[src/ecetbl_pkg.sv]
// Shared types, operation codes and control bundles for the event counter table.
package ecetbl_pkg;

  // Fixed payload widths
  typedef logic [1:0]  op_t;
  typedef logic [7:0]  idx8_t;
  typedef logic [31:0] word_t;

  // Operation codes
  localparam op_t OP_RECORD = 2'd0;
  localparam op_t OP_READ   = 2'd1;
  localparam op_t OP_CLEAR  = 2'd2;

  // Result status codes
  localparam logic STATUS_OK  = 1'b0;
  localparam logic STATUS_ERR = 1'b1;

  // Commands from the controller to the datapath
  typedef struct packed {
    logic latch;        // capture the request beat
    logic sweep_slice;  // load the sweep range with the current CPU's slice
    logic sweep_step;   // write zero at the sweep address and advance
    logic sync_epoch;   // tag the current CPU with the global epoch
    logic clear_epoch;  // advance the global epoch and tag the current CPU
    logic inc_rd;       // read the addressed counter
    logic inc_wr;       // write back the counter plus one
    logic rd_init;      // start the summing loop at CPU 0
    logic rd_issue;     // read the counter of the loop CPU
    logic rd_acc;       // accumulate and move to the next CPU
    logic rsp_load;     // load the result register
  } cmd_t;

  // Status from the datapath to the controller
  typedef struct packed {
    op_t  op;           // latched operation
    logic idx_ok;       // subsystem and counter index in range
    logic cpu_stale;    // current CPU's epoch differs from the global epoch
    logic sweep_last;   // sweep address is at the end of its range
    logic cpu_last;     // summing loop is at the last CPU
    logic out_free;     // result register can take a new beat
  } sts_t;

endpackage

[src/ecetbl_ctrl.sv]
// Controller state machine sequencing sweeps, read-modify-writes and sums.
module ecetbl_ctrl (
  input  logic               clk,
  input  logic               rst,
  input  logic               in_valid,
  output logic               in_ready,
  input  ecetbl_pkg::sts_t   sts,
  output ecetbl_pkg::cmd_t   cmd
);

  localparam logic [3:0] ST_INIT     = 4'd0;
  localparam logic [3:0] ST_IDLE     = 4'd1;
  localparam logic [3:0] ST_EXEC     = 4'd2;
  localparam logic [3:0] ST_SWEEP    = 4'd3;
  localparam logic [3:0] ST_INC_RD   = 4'd4;
  localparam logic [3:0] ST_INC_WR   = 4'd5;
  localparam logic [3:0] ST_RD_ISSUE = 4'd6;
  localparam logic [3:0] ST_RD_ACC   = 4'd7;
  localparam logic [3:0] ST_RESP     = 4'd8;

  logic [3:0] state;
  logic [3:0] state_next;

  // State register; reset starts the full table sweep.
  always_ff @(posedge clk) begin
    if (rst) begin
      state <= ST_INIT;
    end else begin
      state <= state_next;
    end
  end

  // Next state and command decode.
  always_comb begin
    state_next = state;
    cmd        = '0;
    in_ready   = 1'b0;
    case (state)
      ST_INIT: begin
        cmd.sweep_step = 1'b1;
        if (sts.sweep_last) begin
          state_next = ST_IDLE;
        end
      end
      ST_IDLE: begin
        in_ready = 1'b1;
        if (in_valid) begin
          cmd.latch  = 1'b1;
          state_next = ST_EXEC;
        end
      end
      ST_EXEC: begin
        case (sts.op)
          ecetbl_pkg::OP_RECORD: begin
            if (!sts.idx_ok) begin
              state_next = ST_RESP;
            end else if (sts.cpu_stale) begin
              cmd.sweep_slice = 1'b1;
              state_next      = ST_SWEEP;
            end else begin
              state_next = ST_INC_RD;
            end
          end
          ecetbl_pkg::OP_READ: begin
            if (sts.idx_ok) begin
              cmd.rd_init = 1'b1;
              state_next  = ST_RD_ISSUE;
            end else begin
              state_next = ST_RESP;
            end
          end
          ecetbl_pkg::OP_CLEAR: begin
            cmd.clear_epoch = 1'b1;
            cmd.sweep_slice = 1'b1;
            state_next      = ST_SWEEP;
          end
          default: begin
            state_next = ST_RESP;
          end
        endcase
      end
      ST_SWEEP: begin
        cmd.sweep_step = 1'b1;
        if (sts.sweep_last) begin
          if (sts.op == ecetbl_pkg::OP_RECORD) begin
            cmd.sync_epoch = 1'b1;
            state_next     = ST_INC_RD;
          end else begin
            state_next = ST_RESP;
          end
        end
      end
      ST_INC_RD: begin
        cmd.inc_rd = 1'b1;
        state_next = ST_INC_WR;
      end
      ST_INC_WR: begin
        cmd.inc_wr = 1'b1;
        state_next = ST_RESP;
      end
      ST_RD_ISSUE: begin
        cmd.rd_issue = 1'b1;
        state_next   = ST_RD_ACC;
      end
      ST_RD_ACC: begin
        cmd.rd_acc = 1'b1;
        state_next = sts.cpu_last ? ST_RESP : ST_RD_ISSUE;
      end
      ST_RESP: begin
        if (sts.out_free) begin
          cmd.rsp_load = 1'b1;
          state_next   = ST_IDLE;
        end
      end
      default: begin
        state_next = ST_IDLE;
      end
    endcase
  end

endmodule

[config.mk]
export PLATFORM = sky130hd
export DESIGN_NAME = ecetbl_ctrl
export DESIGN_NICKNAME = d
export VERILOG_FILES = /design/src/ecetbl_pkg.sv /design/src/ecetbl_ctrl.sv
export SDC_FILE = /design/constraint.sdc
export NUM_CORES = 1
export LEC_CHECK = 0
export BUFFER_PORTS_ARGS = -buffer_cell sky130_fd_sc_hd__buf_2
export CAP_MARGIN = 15
export CORE_AREA = 2 2 39 41
export DETAILED_ROUTE_END_ITERATION = 10
export DIE_AREA = 0 0 41 43
export PLACE_DENSITY = 0.64
export REMOVE_ABC_BUFFERS = 1
export SLEW_MARGIN = 25
export SYNTH_ARGS = -nofsm -noshare
export SYNTH_HDL_FRONTEND = slang
export SYNTH_SLANG_ARGS = --single-unit
[constraint.sdc]
create_clock -name clk -period 2.05 [get_ports clk]
set_clock_uncertainty 0.05 [all_clocks]
set_input_delay 0.3075 -clock clk [delete_from_list [all_inputs] [get_ports clk]]
set_output_delay 0.3075 -clock clk [all_outputs]
set_load 0.005 [all_outputs]
# After elaboration in Yosys (flattened, before gate mapping)
# Cells that the tools add are included.
# op_classes
n_addsub,0
multipliers,0
div_mod_pow,0
magnitude_cmp,0
n_eq_ne,14
shifts,0
n_mux,33
bitwise_logic,0
reduce_logical,4
# ops
cell,n
4-bit one-hot mux with 9 select lines,1
4-bit 2-to-1 mux,8
1-bit 2-to-1 mux,21
4-bit by 3-bit equality test with 1-bit output (second input constant),4
4-bit one-hot mux with 3 select lines,1
4-bit by 2-bit equality test with 1-bit output (second input constant),2
2-bit != test (second input constant),4
4-bit by 1-bit equality test with 1-bit output (second input constant),1
4-bit equality test (second input constant),1
4-bit zero test,1
4-bit AND reduction,1
3-bit 2-to-1 mux,1
2-bit by 1-bit equality test with 1-bit output (second input constant),1
2-bit equality test (second input constant),1
2-bit zero test,1
1-bit one-hot mux with 2 select lines,1
2-bit OR reduction,1
# totals
regBits,4
latch_bits,0
mem_bits_rw,0
romBits,0
output_inout_bits,12
wordCells,52
memories,0

# Depth between registers and ports, before layout
# Gate-level depths: netlist of the first run.
# logic_depth
ltp_word,4
ltp_mapped,5
ltp_nobuf,4

# Worst setup path after synthesis of the first run
# Ideal clock, no wire load.
# synth_timing
path_type,reg-to-output
startpoint,reg state[0]
endpoint,out cmd[3] in the netlist's numbering
t_arrival_ps,1187
required_time_ps,1692
path_slack_ps,505
path_stages_with_launch,5
n_path_buf,1
cell_sequence,dfxtp_1 -> buf_6 -> or4b_4 -> nor2_1 -> and2_1
# synth_rtl
element,line,source
start: declaration,ecetbl_ctrl.sv:21,logic [3:0] state;
start signal: assignment,ecetbl_ctrl.sv:29,state <= state_next;
end: declaration,ecetbl_ctrl.sv:8,output ecetbl_pkg::cmd_t cmd

==> flow_summary.toml, run 1 <==
[layout]
layout-drive-gt1-share_pct = 37.0
syn2layout_area_growth_pct = 30.2
top_regs = "state (4)"
largest_reg_flops = 4
diodes = 0
nNetsFinal = 93
regMostFlops = "state"

[timing]
setup_viol = 0
slew_violations = 0
tns_ns = 0
hold_viol = 0
rsz0062_at_grt = "no"
worst_pin_slew_ns = 0.382
min_period_ns = 1.96
worst_slack_ns = 0.0894
fmaxAchievable_mhz = 510
slew_headroom_pct = 74.3
period_share_pct = 95.6

[logic_synthesis]
synth.avg_cell_area_um2 = 7.47
ys_types = 33
netlist_area_um2 = 448
async_reset_ff_share_pct = 0
synth.area.top_cells = "dfxtp_1 18%, nand2b_1 7.0%, nor3_1 6.7%, nor2_1 6.7%, nor4bb_1 4.5%"
synth_area_leader_cell = "dfxtp_1"
synth_top_area_share_pct = 17.9
ys_ff_latch = 4
yosysSeqAreaShare_pct = 17.9
synthFlopType = "dfxtp_1"
synth_cells = 60
synth_commonest_cells = "8 x nor2_1, 6 x nor3_1, 5 x nand2b_1, 4 x dfxtp_1"
synth-edff-count = 0
ys_warn_count = 0
yosysMostFrequentCell = "nor2_1"

[route]
routed_via_density = 5.31
ant_nets = 0
drt-initial-drc-count = 9
wl_per_cell_um = 11.6
drc_errors = 0
num_vias = 515
wl_um = 1130
dr.pass1.iters = 4

[global_route]
grt_util_met3_pct = 6.28
track_usage_pct = 14.7
antenna_found_initial = 0
grt_overflow = 0
top_usage_layer = "met1"
met2_usage_pct = 20.0
use_met1_pct = 20.6
first_global_vias = 416
grt_pass1_wl_um = 1790
grt_max_degree = 13

[clock_tree]
tritoncts = "yes"
cts_setup_buffers = 0
clk_latency_ns = 0.24
cts-root-buf = "clkbuf_4"
clock-sinks = 4
htree_levels = 1
clk_path_buf_depth = 2
clk_pin_slew_ns = 0.04
ctsHoldBuffers = 0
numCtsBuffers = 3

[placed_design]
dp_hpwl_um = 869
gp_congestion = 0.795
io_buffers = 21
dp_worst_setup_slack_ns = 0.321

[worst_hold_path]
min_to = "state[0]$_SDFFE_PP0P_"
hp-start = "rst"
worstHoldPathType = "in2reg"
min_path_cells = 2

[power_and_ir_drop]
p_seq_share_pct = 35.8
pwr-share-clk_pct = 40.4
p_sw_w = 0.0000701
leakage_nw = 0.253
p_comb_share_pct = 23.7
vdd_drop_max_v = 0.000341
p_int_w = 0.000174
powerDensity_nw_per_um2 = 418
sw_frac_of_total_pct = 28.7

[worst_setup_path]
r2r_cells = 4
cp.arrival_ns = 1.60
startpoint_type = "register"
cp_data_required_time_ns = 1.69
worstSetupEndpointType = "output pin"
crit_type = "reg2out"
r2r_slack_ns = 0.42
crit-reg2reg-capture = "state[1]$_SDFFE_PP0P_"
reg2reg_from = "state[0]$_SDFFE_PP0P_"
worstPathMaxFanout = 12

[floorplan]
die_x_um = 41
start_util_pct = 32.4
io_pins = 22
die-area_um2 = 1760
rows = 14
fp.dieH_um = 43
core_um2 = 1380

[job]
max_cap_violations = 0

[outcome]
status = "finished clean"
## worst max-delay path: stages (launching register included)
cell and delay [ns]:
dfxtp_1 0.40, or4b_4 0.59, nor2_1 0.15, and2_1 0.13, buf_2 0.10
## power by group through the flow
stage | sequential (W) | clock (W) | combinational [W]
after floorplan | 0.0000868 | 0 | 0.0000319
after global placement | 0.0000880 | 0 | 0.0000575
after detailed placement | 0.0000882 | 0 | 0.0000571
after CTS | 0.0000870 | 0.000102 | 0.0000576
after global routing | 0.0000881 | 0.000106 | 0.0000656
final | 0.0000874 | 0.0000987 | 0.0000579
## routing by layer
| layer | up-vias | part of all wire, % |
|---|---|---|
| met5 | - | 0 |
| met4 | 0 | 0 |
| met3 | 0 | 7.0 |
| met2 | 18 | 43 |
| met1 | 229 | 50 |
| li1 | 268 | - |
## stage by stage
stage	instances	instance area, µm²	util [%]	hold slack (ns)	power (W)
3_5_place_dp	94	559	40.4	0.474	0.000145
3_3_place_gp	94	559	40.4	0.473	0.000146
2_1_floorplan	55	419	-	0.324	0.000119
6_report	97	583	42.1	0.228	0.000244
4_1_cts	97	582	42.0	0.222	0.000246
5_1_grt	97	583	42.1	0.232	0.000260
## final cells by class
type,count,area (µm²)
Multi-Input combinational cell,49,332
Inverter,2,7.51
Timing Repair Buffer,23,120
Sequential cell,4,81.3
Clock buffer,3,22.5
Fill cell,142,801
Tap cell,16,20.0
## cells in the final DEF (no fill, tap or decap), types with 2 or more instances in the layout
cell type,instances
nor3_1,6
buf_4,2
o21ai_0,2
clkbuf_4,3
buf_2,21
or3_1,2
nand2_1,2
nand2b_1,5
and2_1,2
nor2_1,8
dfxtp_1,3
nor4bb_1,2
inv_1,2
## cells by family after synthesis
group,Yosys count,synth area share (%)
AO/OA/AOI/OAI,14,24.9
XOR/XNOR,1,1.96
flip-flops,4,17.9
buffers and inverters,7,8.10
AND/OR/NAND/NOR,33,45.0
multiplexers,1,2.23
## worst max path at each step
stage	from	to	cells after the start
floorplan	state[1]$_SDFFE_PP0P_	cmd[3]	3
global placement	state[1]$_SDFFE_PP0P_	cmd[3]	4
detailed placement	state[1]$_SDFFE_PP0P_	cmd[3]	4
CTS	state[1]$_SDFFE_PP0P_	cmd[3]	4
global route	state[2]$_SDFFE_PP0P_	cmd[6]	3
finish	state[2]$_SDFFE_PP0P_	cmd[3]	4
## timing repair
item	CTS	global route
endpoints found under the hold margin	0	0
gates resized for setup	0	1
setup endpoints to repair	0	2
Note: power is estimated with default switching activity, not from simulation.
==> run 2: changes to the inputs <==
- CTS_BUF_LIST: default -> sky130_fd_sc_hd__clkbuf_16
- clock period: 2.05 -> 2.48 ns (I/O delays scaled with it)
==> run 2 against run 1 <==
Against the previous run: largest cell class unchanged; design area increased by 6.2%; non-clock buffer count decreased by 2; setup slack better by 0.26 ns; register-to-register slack better by 0.34 ns; wire length rose by 1.1%; die area did not move; sequential share of layout area down 1.0 points; final cell count is 2.1% lower; via count up 3.7%.
==> flow_summary.toml, run 2 (synthesis gave the netlist of run 1 again) <==
[floorplan]
core_um2 = 1380
fp.dieH_um = 43
start_util_pct = 32.4
die-area_um2 = 1760
rows = 14
io_pins = 22
die_x_um = 41

[power_and_ir_drop]
p_total_w = 0.000369
powerDensity_nw_per_um2 = 596
leakage_nw = 0.265
vdd_drop_max_v = 0.000408

[clock_tree]
clk_pin_slew_ns = 0.03
cts_setup_buffers = 0
tritoncts = "yes"
cts_resized = 0
htree_levels = 1
clk_latency_ns = 0.22
ctsHoldBuffers = 0
clk_path_buf_depth = 2
clock-sinks = 4
numCtsBuffers = 3
cts-root-buf = "clkbuf_16"

[timing]
worst_pin_slew_ns = 0.393
setup_viol = 0
period_share_pct = 86.0
min_period_ns = 2.13
rsz0062_at_grt = "no"
slew_headroom_pct = 73.5
worst_slack_ns = 0.348
hold_viol = 0
slew_violations = 0
tns_ns = 0
fmaxAchievable_mhz = 469

[worst_setup_path]
worstPathMaxFanout = 12
crit-reg2reg-capture = "state[1]$_SDFFE_PP0P_"
worstSetupEndpointType = "output pin"
crit_type = "reg2out"
slowest_delay_ns = 0.55
crit_chain = "or4b_4 > nor2_1 > and2_1 > buf_2"
r2r_slack_ns = 0.76
cp.arrival_ns = 1.71
r2r_cells = 4
cp_data_required_time_ns = 2.06
cpMaxStageDelayCell = "or4b_4"
startpoint_type = "register"
reg2reg_from = "state[1]$_SDFFE_PP0P_"

[route]
routed_via_density = 5.62
ant_nets = 0
drt-initial-drc-count = 14
wl_per_cell_um = 12.0
num_vias = 534
wl_um = 1140
dr.pass1.iters = 4
drc_errors = 0

[global_route]
track_usage_pct = 15.1
grt_max_degree = 13
first_global_vias = 402
antenna_found_initial = 0
grt_overflow = 0
grt_pass1_wl_um = 1760

[worst_hold_path]
min_to = "state[0]$_SDFFE_PP0P_"
min_path_cells = 2
worstHoldPathType = "in2reg"
hp-start = "rst"

[layout]
final_common_cell = "buf_2"
mostFrequentLayoutCells = "21 x buf_2, 8 x nor2_1, 6 x nor3_1, 5 x nand2b_1, 4 x dfxtp_1"
nNetsFinal = 91
largest_reg_flops = 4
syn2layout_area_growth_pct = 38.3
top_regs = "state (4)"
regMostFlops = "state"
layout-drive-gt1-share_pct = 34.2
diodes = 0

[outcome]
status = "finished clean"

[job]
max_cap_violations = 0

[placed_design]
gp_congestion = 0.786
io_buffers = 21
dp_hpwl_um = 839
dp_worst_setup_slack_ns = 0.610
## run 2: critical path, delay by kind of cell, from the launching register on
kind | cells | cell delay, ns
AND/OR/NAND/NOR | 3 | 0.83
flip-flops | 1 | 0.54
buffers and inverters | 1 | 0.10
## run 2: final cells by class
| cell class | instances | area (µm²) |
|---|---|---|
| Clock buffer | 3 | 75.1 |
| Fill cell | 144 | 764 |
| Inverter | 2 | 7.51 |
| Multi-Input combinational cell | 49 | 332 |
| Sequential cell | 4 | 80.1 |
| Tap cell | 16 | 20.0 |
| Timing Repair Buffer | 21 | 105 |
## run 2: how the worst max path moves through the flow
stage	slack (ns)	to	from
floorplan	0.81	cmd[3]	state[1]$_SDFFE_PP0P_
global placement	0.65	cmd[3]	state[1]$_SDFFE_PP0P_
detailed placement	0.61	cmd[3]	state[1]$_SDFFE_PP0P_
CTS	0.35	cmd[3]	state[1]$_SDFFE_PP0P_
global route	0.23	cmd[3]	state[1]$_SDFFE_PP0P_
finish	0.35	cmd[3]	state[1]$_SDFFE_PP0P_
## run 2: layer usage
| layer | global-route usage [%] | up-vias | wire (µm) |
|---|---|---|---|
| met1 | 21.3 | 240 | 533 |
| li1 | - | 262 | - |
| met3 | 7.85 | 4 | 111 |
| met4 | 8.00 | 0 | 20 |
| met5 | 0 | - | 0 |
| met2 | 17.8 | 28 | 477 |
## run 2: metrics by stage
stage	hold WS, ns	std cells	cell area [µm²]	utilization [%]
after floorplan	0.388	55	419	-
after global placement	0.535	92	544	39.3
after detailed placement	0.540	92	544	39.3
after CTS	0.302	95	619	44.8
after global routing	0.320	95	619	44.8
final	0.308	95	619	44.8
## run 2: report_power, final
group	switching, W	total, W	internal [W]
clock network	0.0000439	0.000250	0.000206
registers	0.00000558	0.0000725	0.0000669
logic	0.0000246	0.0000468	0.0000222
==> run 3: changes to the inputs <==
==> constraint.sdc (replaced) <==
create_clock -name clk -period 2.48 [get_ports clk]
set_clock_uncertainty 0.05 [all_clocks]
set_input_delay 0.496 -clock clk [delete_from_list [all_inputs] [get_ports clk]]
set_output_delay 0.496 -clock clk [all_outputs]
set_load 0.005 [all_outputs]
==> run 3 against run 2 <==
Against the previous run: non-clock buffer count increased by 1; critical path type unchanged; highest routed layer unchanged; sequential share of layout area decreased by 0.15 points; via count grew 2.1%; critical path depth is the same; first-iteration DRC count rose by 43%.
==> flow_summary.toml, run 3 (synthesis gave the netlist of run 1 again) <==
[layout]
top_regs = "state (4)"
final_common_cell = "buf_2"
diodes = 0
nNetsFinal = 92
regMostFlops = "state"
final_area_um2 = 627
layout-drive-gt1-share_pct = 35.0
largest_reg_flops = 4
stdcell_count = 96
syn2layout_area_growth_pct = 39.9
mostFrequentLayoutCells = "21 x buf_2, 8 x nor2_1, 6 x nor3_1, 5 x nand2b_1, 4 x dfxtp_1"
num-fill-cells = 147

[worst_setup_path]
crit_type = "reg2out"
cp_data_required_time_ns = 1.93
worstSetupEndpointType = "output pin"
worstPathMaxFanout = 12
cp.arrival_ns = 1.69
r2r_slack_ns = 0.77
startpoint_type = "register"

[floorplan]
rows = 14
io_pins = 22
fp.dieH_um = 43
core_um2 = 1380
die_x_um = 41
start_util_pct = 32.4
die-area_um2 = 1760

[placed_design]
dp_hpwl_um = 852
io_buffers = 21
placed_area_um2 = 552
dp_cells = 93
gp_congestion = 0.795

[clock_tree]
numCtsBuffers = 3
cts_setup_buffers = 0
htree_levels = 1
clk_pin_slew_ns = 0.03
cts-root-buf = "clkbuf_16"
tritoncts = "yes"
clock-sinks = 4
clk_latency_ns = 0.23
cts_resized = 0
clk_path_buf_depth = 2
ctsHoldBuffers = 0

[timing]
setup_viol = 0
fmaxAchievable_mhz = 446
slew_violations = 0
rsz0062_at_grt = "no"
tns_ns = 0
min_period_ns = 2.24
worst_pin_slew_ns = 0.396
slew_headroom_pct = 73.6
hold_viol = 0
period_share_pct = 90.3

[route]
routed_via_density = 5.68
dr.pass1.iters = 4
wl_per_cell_um = 12.3
drt-initial-drc-count = 20
num_vias = 545
ant_nets = 0
drc_errors = 0
wl_um = 1180

[global_route]
grt_pass1_wl_um = 1950
track_usage_pct = 16.2
grt_overflow = 0
first_global_vias = 476
antenna_found_initial = 0
grt_max_degree = 13

[job]
max_cap_violations = 0

[power_and_ir_drop]
leakage_nw = 0.270
vdd_drop_max_v = 0.000406
powerDensity_nw_per_um2 = 601

[outcome]
status = "finished clean"

[worst_hold_path]
worstHoldPathType = "in2reg"
## run 3: cell count changes in the layout (fill, tap and decap cells not counted)
| cell | change |
|---|---|
| buf_4 | +1 |
## run 3: routing by layer
| metal | GRT usage, % | wire length [µm] | share of wire [%] | vias to the layer above |
|---|---|---|---|---|
| met1 | 20.3 | 541 | 46 | 247 |
| met2 | 22.8 | 496 | 42 | 29 |
| met5 | 0 | 0 | 0 | - |
| met3 | 8.38 | 128 | 11 | 3 |
| li1 | - | - | - | 266 |
| met4 | 6.00 | 17 | 1.4 | 0 |
## run 3: cell type report
class                   instances  area [µm²]  area share, %
flip-flops and latches          4        80.1           12.8
inverters                       2        7.51           1.20
well taps                      16        20.0           3.19
multi-input cells              49         332           52.9
clock buffers                   3        75.1           12.0
repair buffers                 22         113           18.0
## run 3: worst paths after layout
path	startpoint	cells after the start	endpoint
setup / recovery	state[1]$_SDFFE_PP0P_	4	cmd[3]
hold reg to reg	state[1]$_SDFFE_PP0P_	2	state[1]$_SDFFE_PP0P_
hold / removal	rst	2	state[0]$_SDFFE_PP0P_
setup reg to reg	state[1]$_SDFFE_PP0P_	4	state[0]$_SDFFE_PP0P_
## run 3: per-stage QoR
stage	util, %	hold WS, ns	total power [W]	setup WS [ns]
floorplan	-	0.512	0.0000981	0.685
global placement	39.9	0.600	0.000119	0.522
detailed placement	39.9	0.610	0.000120	0.505
CTS	45.3	0.420	0.000378	0.259
global route	45.3	0.438	0.000393	0.127
finish	45.3	0.422	0.000377	0.240
## run 3: power by group
| part | switching (W) | internal (W) |
|---|---|---|
| logic | 0.0000245 | 0.0000223 |
| clock network | 0.0000508 | 0.000207 |
| registers | 0.00000588 | 0.0000669 |
## run 3: worst max-delay path: stages (launching register included)
cell and delay [ns]:
dfxtp_1 0.55, or4b_4 0.55, nor2_1 0.13, and2_1 0.13
buf_2 0.10
